### src/jcqn_pkg.sv
// Shared types and constants for the JSON5 comment and quote normalizer.
package jcqn_pkg;

  localparam logic [7:0] CH_DQUOTE = 8'h22;
  localparam logic [7:0] CH_SQUOTE = 8'h27;
  localparam logic [7:0] CH_SLASH  = 8'h2F;
  localparam logic [7:0] CH_STAR   = 8'h2A;
  localparam logic [7:0] CH_BSLASH = 8'h5C;
  localparam logic [7:0] CH_LF     = 8'h0A;
  localparam logic [7:0] CH_CR     = 8'h0D;
  localparam logic [7:0] CH_SPACE  = 8'h20;

  typedef enum logic [3:0] {
    M_NORMAL = 4'd0,
    M_SLASH  = 4'd1,
    M_DSTR   = 4'd2,
    M_DESC   = 4'd3,
    M_SSTR   = 4'd4,
    M_SESC   = 4'd5,
    M_LINE   = 4'd6,
    M_BLOCK  = 4'd7,
    M_BSTAR  = 4'd8
  } mode_e;

  typedef enum logic [1:0] {
    FAULT_NONE   = 2'd0,
    FAULT_STRING = 2'd1,
    FAULT_BLOCK  = 2'd2
  } fault_e;

  typedef struct packed {
    logic [7:0] in_byte;
    logic       in_end;
  } in_word_t;

  typedef struct packed {
    logic [7:0] out_byte;
    logic       out_end;
    logic       saw_comments;
    logic [1:0] fault_code;
  } out_word_t;

  typedef struct packed {
    logic [1:0]      cnt;
    logic [1:0][7:0] res_byte;
    mode_e           mode_nxt;
    logic            seen_nxt;
    logic            saw;
    fault_e          fault;
  } lex_t;

endpackage

### src/jcqn_lexer.sv
// Lexer step: results and next mode for one input word.
module jcqn_lexer (
  input  jcqn_pkg::mode_e    mode_i,
  input  logic               seen_i,
  input  jcqn_pkg::in_word_t word_i,
  output jcqn_pkg::lex_t     res_o
);
  import jcqn_pkg::*;

  typedef struct packed {
    logic       emit;
    logic [7:0] b;
    mode_e      mode;
  } step_t;

  function automatic logic is_nl(input logic [7:0] c);
    return (c == CH_LF) || (c == CH_CR);
  endfunction

  function automatic step_t normal_fn(input logic [7:0] c);
    step_t s;
    s.emit = 1'b1;
    s.b    = c;
    s.mode = M_NORMAL;
    if (c == CH_DQUOTE) begin
      s.mode = M_DSTR;
    end else if (c == CH_SQUOTE) begin
      s.b    = CH_DQUOTE;
      s.mode = M_SSTR;
    end else if (c == CH_SLASH) begin
      s.emit = 1'b0;
      s.mode = M_SLASH;
    end
    return s;
  endfunction

  function automatic step_t block_fn(input logic [7:0] c);
    step_t s;
    s.emit = 1'b1;
    s.b    = is_nl(c) ? c : CH_SPACE;
    s.mode = M_BLOCK;
    if (c == CH_STAR) begin
      s.emit = 1'b0;
      s.mode = M_BSTAR;
    end
    return s;
  endfunction

  logic [7:0]      c;
  logic [1:0][7:0] ob;
  logic [1:0]      n;
  mode_e           mode_d;
  logic            seen_d;
  fault_e          fault;
  step_t           st;

  assign c = word_i.in_byte;

  always_comb begin
    ob     = '0;
    n      = 2'd0;
    mode_d = mode_i;
    seen_d = seen_i;
    fault  = FAULT_NONE;
    st     = normal_fn(c);
    case (mode_i)
      M_SLASH: begin
        if (c == CH_SLASH || c == CH_STAR) begin
          ob[0]  = CH_SPACE;
          ob[1]  = CH_SPACE;
          n      = 2'd2;
          seen_d = 1'b1;
          mode_d = (c == CH_SLASH) ? M_LINE : M_BLOCK;
        end else begin
          ob[0]  = CH_SLASH;
          n      = 2'd1;
          mode_d = st.mode;
          if (st.emit) begin
            ob[1] = st.b;
            n     = 2'd2;
          end
        end
      end
      M_DSTR: begin
        ob[0] = c;
        n     = 2'd1;
        if (c == CH_BSLASH) begin
          mode_d = M_DESC;
        end else if (c == CH_DQUOTE) begin
          mode_d = M_NORMAL;
        end
      end
      M_DESC: begin
        ob[0]  = c;
        n      = 2'd1;
        mode_d = M_DSTR;
      end
      M_SSTR: begin
        if (c == CH_BSLASH) begin
          mode_d = M_SESC;
        end else if (c == CH_DQUOTE) begin
          ob[0] = CH_BSLASH;
          ob[1] = CH_DQUOTE;
          n     = 2'd2;
        end else if (c == CH_SQUOTE) begin
          ob[0]  = CH_DQUOTE;
          n      = 2'd1;
          mode_d = M_NORMAL;
        end else begin
          ob[0] = c;
          n     = 2'd1;
        end
      end
      M_SESC: begin
        if (c == CH_SQUOTE) begin
          ob[0] = CH_SQUOTE;
          n     = 2'd1;
        end else begin
          ob[0] = CH_BSLASH;
          ob[1] = c;
          n     = 2'd2;
        end
        mode_d = M_SSTR;
      end
      M_LINE: begin
        if (is_nl(c)) begin
          ob[0]  = c;
          mode_d = M_NORMAL;
        end else begin
          ob[0] = CH_SPACE;
        end
        n = 2'd1;
      end
      M_BLOCK: begin
        st     = block_fn(c);
        ob[0]  = st.b;
        n      = {1'b0, st.emit};
        mode_d = st.mode;
      end
      M_BSTAR: begin
        if (c == CH_SLASH) begin
          ob[0]  = CH_SPACE;
          ob[1]  = CH_SPACE;
          n      = 2'd2;
          mode_d = M_NORMAL;
        end else begin
          st     = block_fn(c);
          ob[0]  = CH_SPACE;
          ob[1]  = st.b;
          n      = st.emit ? 2'd2 : 2'd1;
          mode_d = st.mode;
        end
      end
      default: begin
        ob[0]  = st.b;
        n      = {1'b0, st.emit};
        mode_d = st.mode;
      end
    endcase

    // end of document: flush pending lookahead, at most two words kept
    if (word_i.in_end) begin
      case (mode_d)
        M_SLASH: begin
          if (n != 2'd2) begin
            ob[n[0]] = CH_SLASH;
            n        = n + 2'd1;
          end
        end
        M_DSTR, M_DESC, M_SSTR: begin
          fault = FAULT_STRING;
        end
        M_SESC: begin
          if (n != 2'd2) begin
            ob[n[0]] = CH_BSLASH;
            n        = n + 2'd1;
          end
          fault = FAULT_STRING;
        end
        M_BLOCK: begin
          fault = FAULT_BLOCK;
        end
        M_BSTAR: begin
          if (n != 2'd2) begin
            ob[n[0]] = CH_SPACE;
            n        = n + 2'd1;
          end
          fault = FAULT_BLOCK;
        end
        default: begin
        end
      endcase
    end
  end

  always_comb begin
    res_o.cnt         = n;
    res_o.res_byte[0] = ob[0];
    res_o.res_byte[1] = ob[1];
    res_o.saw         = seen_d;
    res_o.fault       = fault;
    res_o.mode_nxt    = word_i.in_end ? M_NORMAL : mode_d;
    res_o.seen_nxt    = word_i.in_end ? 1'b0 : seen_d;
  end

endmodule

### src/jcqn_out_stage.sv
// Output register stage: holds one result word until the receiver takes it.
module jcqn_out_stage (
  input  logic                clk_i,
  input  logic                rst_ni,
  input  logic                load_i,
  input  jcqn_pkg::out_word_t word_i,
  input  logic                ready_i,
  output logic                free_o,
  output logic                valid_o,
  output jcqn_pkg::out_word_t word_o
);
  import jcqn_pkg::*;

  logic      valid_q, valid_d;
  out_word_t word_q;

  assign free_o  = !valid_q || ready_i;
  assign valid_d = load_i || (valid_q && !ready_i);

  always_ff @(posedge clk_i or negedge rst_ni) begin
    if (!rst_ni) begin
      valid_q <= 1'b0;
    end else begin
      valid_q <= valid_d;
    end
  end

  always_ff @(posedge clk_i) begin
    if (load_i) begin
      word_q <= word_i;
    end
  end

  assign valid_o = valid_q;
  assign word_o  = word_q;

endmodule

### src/json5_comment_quote_normalizer_top.sv
// JSON5 comment and quote normalizer, top level.
//
// Input channel (in_valid_i / in_ready_o / in_word_i) takes one text byte
// per word; in_end marks the last byte of a document. Output channel
// (out_valid_o / out_ready_i / out_word_o) gives zero, one or two words per
// input word; out_end marks the last word of a document, which also carries
// saw_comments and fault_code.
// Latency: the result words of an input word pass from the input register
// through the combinational lexer into the output register.
// Throughput: one input word per cycle while each causes at most one result
// and the receiver takes every word; a word with two results holds the input
// register longer, since the single output register takes one result word per cycle.
// Reset clears the input and output valid flags and returns the lexer to
// plain text with no comment seen; nothing is pending afterwards.
// When the receiver stalls, the output register holds its word; once the held
// input word has results, in_ready_o drops until the output frees up.
// Each document end also returns the lexer to its reset state.
module json5_comment_quote_normalizer_top (
  input  logic                clk_i,
  input  logic                rst_ni,
  input  logic                in_valid_i,
  output logic                in_ready_o,
  input  jcqn_pkg::in_word_t  in_word_i,
  output logic                out_valid_o,
  input  logic                out_ready_i,
  output jcqn_pkg::out_word_t out_word_o
);
  import jcqn_pkg::*;

  logic      in_vld_q;
  in_word_t  in_q;
  mode_e     mode_q;
  logic      seen_q;
  logic      idx_q;
  lex_t      res;
  logic      out_free;
  logic      last_sel;
  logic      push;
  logic      retire;
  logic      fin;
  out_word_t out_d;

  jcqn_lexer u_lexer (
    .mode_i (mode_q),
    .seen_i (seen_q),
    .word_i (in_q),
    .res_o  (res)
  );

  assign last_sel   = idx_q || (res.cnt == 2'd1);
  assign push       = in_vld_q && out_free && (res.cnt != 2'd0);
  assign retire     = in_vld_q && ((res.cnt == 2'd0) || (out_free && last_sel));
  assign in_ready_o = !in_vld_q || retire;
  assign fin        = in_q.in_end && last_sel;

  always_comb begin
    out_d.out_byte     = idx_q ? res.res_byte[1] : res.res_byte[0];
    out_d.out_end      = fin;
    out_d.saw_comments = fin ? res.saw : 1'b0;
    out_d.fault_code   = fin ? res.fault : FAULT_NONE;
  end

  jcqn_out_stage u_out (
    .clk_i   (clk_i),
    .rst_ni  (rst_ni),
    .load_i  (push),
    .word_i  (out_d),
    .ready_i (out_ready_i),
    .free_o  (out_free),
    .valid_o (out_valid_o),
    .word_o  (out_word_o)
  );

  always_ff @(posedge clk_i or negedge rst_ni) begin
    if (!rst_ni) begin
      in_vld_q <= 1'b0;
      mode_q   <= M_NORMAL;
      seen_q   <= 1'b0;
      idx_q    <= 1'b0;
    end else begin
      if (in_ready_o) begin
        in_vld_q <= in_valid_i;
      end
      if (retire) begin
        mode_q <= res.mode_nxt;
        seen_q <= res.seen_nxt;
        idx_q  <= 1'b0;
      end else if (push) begin
        idx_q <= 1'b1;
      end
    end
  end

  always_ff @(posedge clk_i) begin
    if (in_valid_i && in_ready_o) begin
      in_q <= in_word_i;
    end
  end

  // second result slot is only used while a two-result word is held
  a_idx_two: assert property (@(posedge clk_i) disable iff (!rst_ni)
    idx_q |-> (in_vld_q && res.cnt == 2'd2))
    else $error("result index set without a two-result word");

  a_tail_clean: assert property (@(posedge clk_i) disable iff (!rst_ni)
    (out_valid_o && !out_word_o.out_end) |->
      (!out_word_o.saw_comments && out_word_o.fault_code == FAULT_NONE))
    else $error("status bits set on a word that is not the document end");

  a_doc_reset: assert property (@(posedge clk_i) disable iff (!rst_ni)
    (retire && in_q.in_end) |=> (mode_q == M_NORMAL && !seen_q))
    else $error("lexer state not cleared after document end");

  a_hold: assert property (@(posedge clk_i) disable iff (!rst_ni)
    (in_vld_q && !retire) |=> (in_vld_q && $stable(in_q)))
    else $error("held input word lost before its results were sent");

endmodule

### config.mk
export PLATFORM = sky130hd
export DESIGN_NAME = json5_comment_quote_normalizer_top
export DESIGN_NICKNAME = d
export VERILOG_FILES = /design/src/jcqn_pkg.sv /design/src/jcqn_lexer.sv /design/src/jcqn_out_stage.sv /design/src/json5_comment_quote_normalizer_top.sv
export SDC_FILE = /design/constraint.sdc
export NUM_CORES = 1
export LEC_CHECK = 0
export ABC_AREA = 1
export BUFFER_PORTS_ARGS = -buffer_cell sky130_fd_sc_hd__buf_2
export CAP_MARGIN = 0
export CORE_MARGIN = 2
export CORE_UTILIZATION = 58
export DETAILED_ROUTE_END_ITERATION = 7
export GPL_TIMING_DRIVEN = 0
export MAX_ROUTING_LAYER = met4
export PLACE_DENSITY = 0.79
export REMOVE_ABC_BUFFERS = 1
export SYNTH_ARGS = -nofsm -noshare
export SYNTH_HDL_FRONTEND = slang
export SYNTH_SLANG_ARGS = --single-unit
### constraint.sdc
create_clock -name clk_i -period 3.7 [get_ports clk_i]
set_clock_uncertainty 0.15 [all_clocks]
set_input_delay 0.74 -clock clk_i [delete_from_list [all_inputs] [get_ports clk_i]]
set_output_delay 0.74 -clock clk_i [all_outputs]
set_load 0.1 [all_outputs]
Word level (Yosys, flattened, before mapping)
Cells that the tools add are included.

cells by class
  $add $sub $neg = 1
  order comparisons = 2
  equality and inequality tests = 24
  mux-type cells = 58
  bitwise operators = 9
  reductions and logical operators = 28

operators with widths
  cell                number
  $mux 16             7
  $mux 8              7
  $mux 4              12
  $pmux 16 s3         1
  $pmux 8 s6          1
  $eq 8x6->1 const B  4
  $pmux 4 s8          1
  $pmux 8 s4          1
  $eq 4x3->1 const B  7
  $mux 2              10
  $eq 4x2->1 const B  4
  $eq 8x4->1 const B  2
  $and 14x14->14      1
  $not 14->14         1
  $mux 1              12
  $pmux 2 s6          1
  $or 10x10->10       1
  $mux 9              1
  $and 8x8->8         1
  $demux 8 s1         1
  $eq 4x1->1 const B  2
  $eq 4x4->1 const B  2
  $eq 8x7->1 const B  1
  $logic_and 1x1->1   8
  21 further kinds    33

storage, ports and cells
  register bits = 29
  input bits = 13
  output and inout port bits = 14
  logic and storage cells = 133

Depth between registers and ports, before layout
  word-level depth = 18
  depth in mapped cells = 17
  mapped depth without buffers = 17

Hierarchy
A second synthesis with hierarchy kept.

unflattened totals
  cells, all modules = 310
  area total of the unflattened synthesis = 2210.9 um2

modules (own cells, without submodules)
  module                              instances  cells each  area each (um2)  sequential area each (um2)
  jcqn_lexer                          1          211         1038.5           0.0
  json5_comment_quote_normalizer_top  1          82          767.0            445.4
  jcqn_out_stage                      1          17          405.4            385.4

Least setup slack after synthesis
Ideal clock, no wire load.

  path kind = register to output
  start point = register mode_q[1]
  end point = output port in_ready_o
  arrival = 2669 ps
  required time = 2810 ps
  slack = 141 ps
  stages on the path, launching flop included = 15
  buffers on the path = 0
  cells stage by stage = dfrtp_1 inv_2 nand2_2 nor2_4 nand3_1 nand2_1 inv_1 nand4_1 nand2_2 ha_1 a31oi_4 nand3_2 nand2_2 nand2_4 nand3_1

between the ends
  cells in the longest elaborated chain, start to end = 14
  elaborated cells on any way between the ends = 33
  those cells by class = 1 x add/sub; 13 x eq/ne; 11 x mux; 8 x reduce/logical

RTL lines
  item                                                                 RTL line                                  text
  from (decl)                                                          json5_comment_quote_normalizer_top.sv:32  mode_e mode_q;
  from (signal assigned)                                               json5_comment_quote_normalizer_top.sv:85  mode_q <= res.mode_nxt;
  parallel branches: the longest is 7 deep, another holds $add 2x1->2  n/a
  $mux 2 (*)                                                           jcqn_lexer.sv:162                         if (word_i.in_end) begin
  $eq 2x1->1                                                           json5_comment_quote_normalizer_top.sv:50  assign last_sel = idx_q || (res.cnt == 2'd1);
  $logic_or 1x1->1                                                     json5_comment_quote_normalizer_top.sv:50
  $logic_and 1x1->1                                                    json5_comment_quote_normalizer_top.sv:52  assign retire = in_vld_q && ((res.cnt == 2'd0) || (out_free && last_sel));
  $logic_or 1x1->1 (*)                                                 json5_comment_quote_normalizer_top.sv:52
  $logic_and 1x1->1 (*)                                                json5_comment_quote_normalizer_top.sv:52
  $logic_or 1x1->1 (*)                                                 json5_comment_quote_normalizer_top.sv:53  assign in_ready_o = !in_vld_q || retire;
  to (decl)                                                            json5_comment_quote_normalizer_top.sv:22  output logic in_ready_o,

Mark *: on every way between the ends.

Worst setup path in the final report
  start point = register in_q[7] (netlist bit)
  end point = output port in_ready_o

between the ends
  cells in the longest elaborated chain, start to end = 17
  elaborated cells on any way between the ends = 53
  those cells by class = 1 x add/sub; 12 x eq/ne; 31 x mux; 9 x reduce/logical

RTL lines
  item                                              RTL line                                                 text
  from (decl)                                       json5_comment_quote_normalizer_top.sv:31                 in_word_t in_q;
  from (signal assigned)                            json5_comment_quote_normalizer_top.sv:96                 in_q <= in_word_i;
  $eq 8x6->1 (on tied branches)                     n/a
  $mux 1 (on tied branches)                         jcqn_lexer.sv:42, jcqn_lexer.sv:30, jcqn_lexer.sv:73
  $mux 1 (on tied branches)                         jcqn_lexer.sv:141, jcqn_lexer.sv:27
  $mux 1 / $mux 9 (equally long branches)           jcqn_lexer.sv:66, jcqn_lexer.sv:25
  $mux 2 (on tied branches)                         jcqn_lexer.sv:150, jcqn_lexer.sv:78
  $mux 2 (on tied branches)                         jcqn_lexer.sv:141, jcqn_lexer.sv:68
  $pmux 2 s6                                        jcqn_lexer.sv:66                                         case (mode_i)
  $add 2x1->2 / $ne 2x2->1 (equally long branches)  n/a
  $mux 2                                            jcqn_lexer.sv:165, jcqn_lexer.sv:174, jcqn_lexer.sv:184
  $mux 2                                            n/a
  $mux 2 (*)                                        jcqn_lexer.sv:162
  $eq 2x1->1                                        json5_comment_quote_normalizer_top.sv:50
  $logic_or 1x1->1                                  json5_comment_quote_normalizer_top.sv:50
  $logic_and 1x1->1                                 json5_comment_quote_normalizer_top.sv:52
  $logic_or 1x1->1 (*)                              json5_comment_quote_normalizer_top.sv:52
  $logic_and 1x1->1 (*)                             json5_comment_quote_normalizer_top.sv:52
  $logic_or 1x1->1 (*)                              json5_comment_quote_normalizer_top.sv:53

Mark *: on every way between the ends. The rest lies on a longest branch, timed or not. The select of a mux whose other input is x is not followed.

==> flow_summary.toml <==
[global_routing]
antenna_found_initial = 0
grt_first_pass_wirelength_mm = 9.42
grt_start_max_net_pins = 14
grt_usage_pct = 30.0
gr-total-overflow = 0
grt_pass1_vias = 1919

[synthesis]
synth.ff_latch_count = 29
synth.largest_area_cell = "sky130_fd_sc_hd__edfxtp_1"
mappedNetlistArea_um2 = 2230
synth.top_cells.by_area = "sky130_fd_sc_hd__edfxtp_1, sky130_fd_sc_hd__nand2_1, sky130_fd_sc_hd__dfrtp_1"
syn-instance-count = 288
count_of_warnings_emitted_by_yosys = 0
synth_largest_type_area_fraction_pct = 28.3
seq_area_frac_synth_pct = 37.3
distinct_cell_type_count_after_synthesis = 38
synth.avg_cell_area_um2 = 7.74

[die]
row_count = 22
die_y_um = 66.0
initial_core_util_pct = 60.4
dieArea_um2 = 4350
pin_count = 27
core_area_um2 = 3690
chip_width_um = 66.0

[routing]
firstDrtPassIters = 5
detailedRoute.firstIterationViolations = 221
drcViolationCount = 0
via_count = 2143
drt-wirelength-per-cell_um = 15.6
wl_mm = 5.84
drtAntennaViolNets = 0
vias_per_cell = 5.73

[clocking]
clock_path_buffers = 2
clk_pin_slew_ns = 0.06
number_of_h_tree_levels = 2
clock-root-buffer = "sky130_fd_sc_hd__clkbuf_8"
clock_tree_from_tritoncts = "built"
cts_num_sinks = 29
clkLatencyLatePin_ns = 0.28
tritoncts.num_buffers = 5

[critical_path]
cp_num_buf_inv = 3
critical_path.cell_chain = "inv_2 -> nand2_2 -> nor2_4 -> nand3_2 -> nand2_1 -> inv_1 -> nand4_1 -> nand2_2 -> ha_1 -> a31oi_4 -> nand3_2 -> nand2_2 -> nand2_4 -> nand3_2 -> buf_12"
data_required_time_at_the_worst_endpoint_ns = 2.81
worstSetupStartpointType = "flop"
cp_max_fo = 6
crit_arrival_ns = 2.71
critical-path-slowest-cell = "sky130_fd_sc_hd__edfxtp_1"
delay_heaviest_family_cp = "simple AND/OR/NAND/NOR gates"
critical_path.max_stage_delay_ns = 0.47
timing_worst_setup_path_type = "flop to output port"
endpoint_kind = "output port"

[power]
power.leakage_nw = 1.21
power_density_nw_per_um2 = 362
power_w = 0.000937
highest_ir_drop_seen_on_vdd_uv = 274

[final_layout]
most_frequent_standard_cell_in_the_layout_excluding_fill_and_tap_cells = "sky130_fd_sc_hd__nand2_1"
area_delta_synth_final_pct = 16.1
fin_nets = 341
layout.core_utilization_pct = 70.1
mostFrequentLayoutCells = "sky130_fd_sc_hd__nand2_1, sky130_fd_sc_hd__inv_1, sky130_fd_sc_hd__nor2_1, sky130_fd_sc_hd__buf_2, sky130_fd_sc_hd__edfxtp_1"
drive_gt1_share_pct = 27.9
fillers = 325
antennaDiodeCount = 0
fin_cells = 374

[run]
cap_violations = 0

[sta]
final_period_minus_worst_setup_slack_ns = 3.60
finalHoldViolations = 0
final_max_slew_viol_count = 0
setup_total_negative_slack_ns = 0
timing.final.crit_share_pct = 97.4
worst-slew-pin-transition_ns = 1.18
headroom_to_the_max_slew_limit_pct = 21.1
fin_worst_hold_slack_ns = 0.140
peak_freq_mhz = 278
finalSetupViolations = 0

[place]
globalplace.congestion = 0.954
place_inst = 358
buffer_ports.inserted = 26
dp_hpwl_mm = 4.34

[run_status]
status = "completed"

[hold_path]
min_path_type = "primary input to async pin"
## flip-flops by register name, summed over array words and instances, names as in the netlist
| signal | flops |
|---|---|
| idx_q | 1 |
| in_q | 9 |
| in_vld_q | 1 |
| mode_q | 4 |
| seen_q | 1 |
| u_out.valid_o | 1 |
| u_out.word_o | 12 |
## worst paths after layout
check / startpoint / to / slack (ns) / cells past startpoint
max in group asynchronous: rst_ni / mode_q[0] / 3.07 / 1
worst min-delay path: rst_ni / u_out.valid_o / 0.14 / 1
worst max register to register: in_q[7] / in_q[0] / 0.18 / 14
min in group clk_i: seen_q / seen_q / 0.33 / 2
worst max-delay path: in_q[7] / in_ready_o / 0.1 / 15
worst min register to register: seen_q / seen_q / 0.33 / 2
## metal layers
layer  vias up  part of all wire, %  track usage [%]
met3         8                  9.3             5.11
met5         -                    0                -
li1       1048                    -                -
met4         0                  1.3             9.18
met1       967                   44             42.3
met2       120                   46             44.6
## power breakdown
part / internal, W / switching (W) / total [W]
registers: 0.000388 / 0.0000261 / 0.000414
logic: 0.0000616 / 0.000226 / 0.000288
clock network: 0.000126 / 0.000109 / 0.000235
total: 0.000575 / 0.000361 / 0.000937
## stage by stage
| step | setup WS, ns | instance area [um^2] |
|---|---|---|
| 6_report | 0.0964 | 2590 |
| 5_1_grt | -0.0360 | 2590 |
| 4_1_cts | 0.00463 | 2510 |
| 3_5_place_dp | 0.0298 | 2390 |
| 3_3_place_gp | 0.0774 | 2390 |
| 2_1_floorplan | 0.137 | 2200 |
## cell type report
class / instances / area, um^2 / area share (%)
multi-input combinational: 220 / 1270 / 49.2
sequential: 29 / 832 / 32.2
inverter: 35 / 134 / 5.17
clock buffer: 6 / 72.6 / 2.80
tap: 48 / 60.1 / 2.32
clock inverter: 1 / 3.75 / 0.145
timing repair buffer: 35 / 213 / 8.22
## logic make-up after synthesis
family	count (synthesis)	share of synthesized area (%)
compound gates	46	14.1
fa+ha+maj	2	1.12
buf+inv	39	6.96
flops	29	37.3
simple gates	172	40.5
## repair_timing
action / CTS / global route
hold buffers: 0 / 0
setup buffers: 3 / 6
pin swaps: 0 / 5
gates resized for setup: 7 / 6
endpoints found under the setup margin: 1 / 10
## cell usage after synthesis
master	count
sky130_fd_sc_hd__nand2_1	78
sky130_fd_sc_hd__inv_1	27
sky130_fd_sc_hd__nor2_1	26
sky130_fd_sc_hd__edfxtp_1	21
sky130_fd_sc_hd__nand3_1	21
sky130_fd_sc_hd__a21oi_1	11
sky130_fd_sc_hd__nand2_2	11
sky130_fd_sc_hd__o21ai_0	9
sky130_fd_sc_hd__dfrtp_1	8
sky130_fd_sc_hd__inv_2	7
sky130_fd_sc_hd__nor2_4	7
sky130_fd_sc_hd__nand2_4	6
sky130_fd_sc_hd__nor3_1	5
sky130_fd_sc_hd__o31ai_1	5
sky130_fd_sc_hd__nand3_2	4
sky130_fd_sc_hd__nor2_2	4
sky130_fd_sc_hd__a31oi_1	3
sky130_fd_sc_hd__nand4_1	3
sky130_fd_sc_hd__o211ai_1	3
sky130_fd_sc_hd__o21ai_1	3
sky130_fd_sc_hd__a221oi_1	2
sky130_fd_sc_hd__a22oi_1	2
sky130_fd_sc_hd__buf_4	2
sky130_fd_sc_hd__ha_1	2
sky130_fd_sc_hd__nand3_4	2
sky130_fd_sc_hd__nand3b_1	2
sky130_fd_sc_hd__o221ai_1	2
sky130_fd_sc_hd__or2_1	2
sky130_fd_sc_hd__a211oi_1	1
sky130_fd_sc_hd__a21oi_2	1
sky130_fd_sc_hd__a31oi_4	1
sky130_fd_sc_hd__buf_2	1
sky130_fd_sc_hd__clkbuf_1	1
sky130_fd_sc_hd__clkinv_1	1
sky130_fd_sc_hd__nand4_4	1
sky130_fd_sc_hd__o21a_1	1
sky130_fd_sc_hd__o21ai_4	1
sky130_fd_sc_hd__o32ai_1	1
Note: power is estimated with default switching activity, not from simulation.
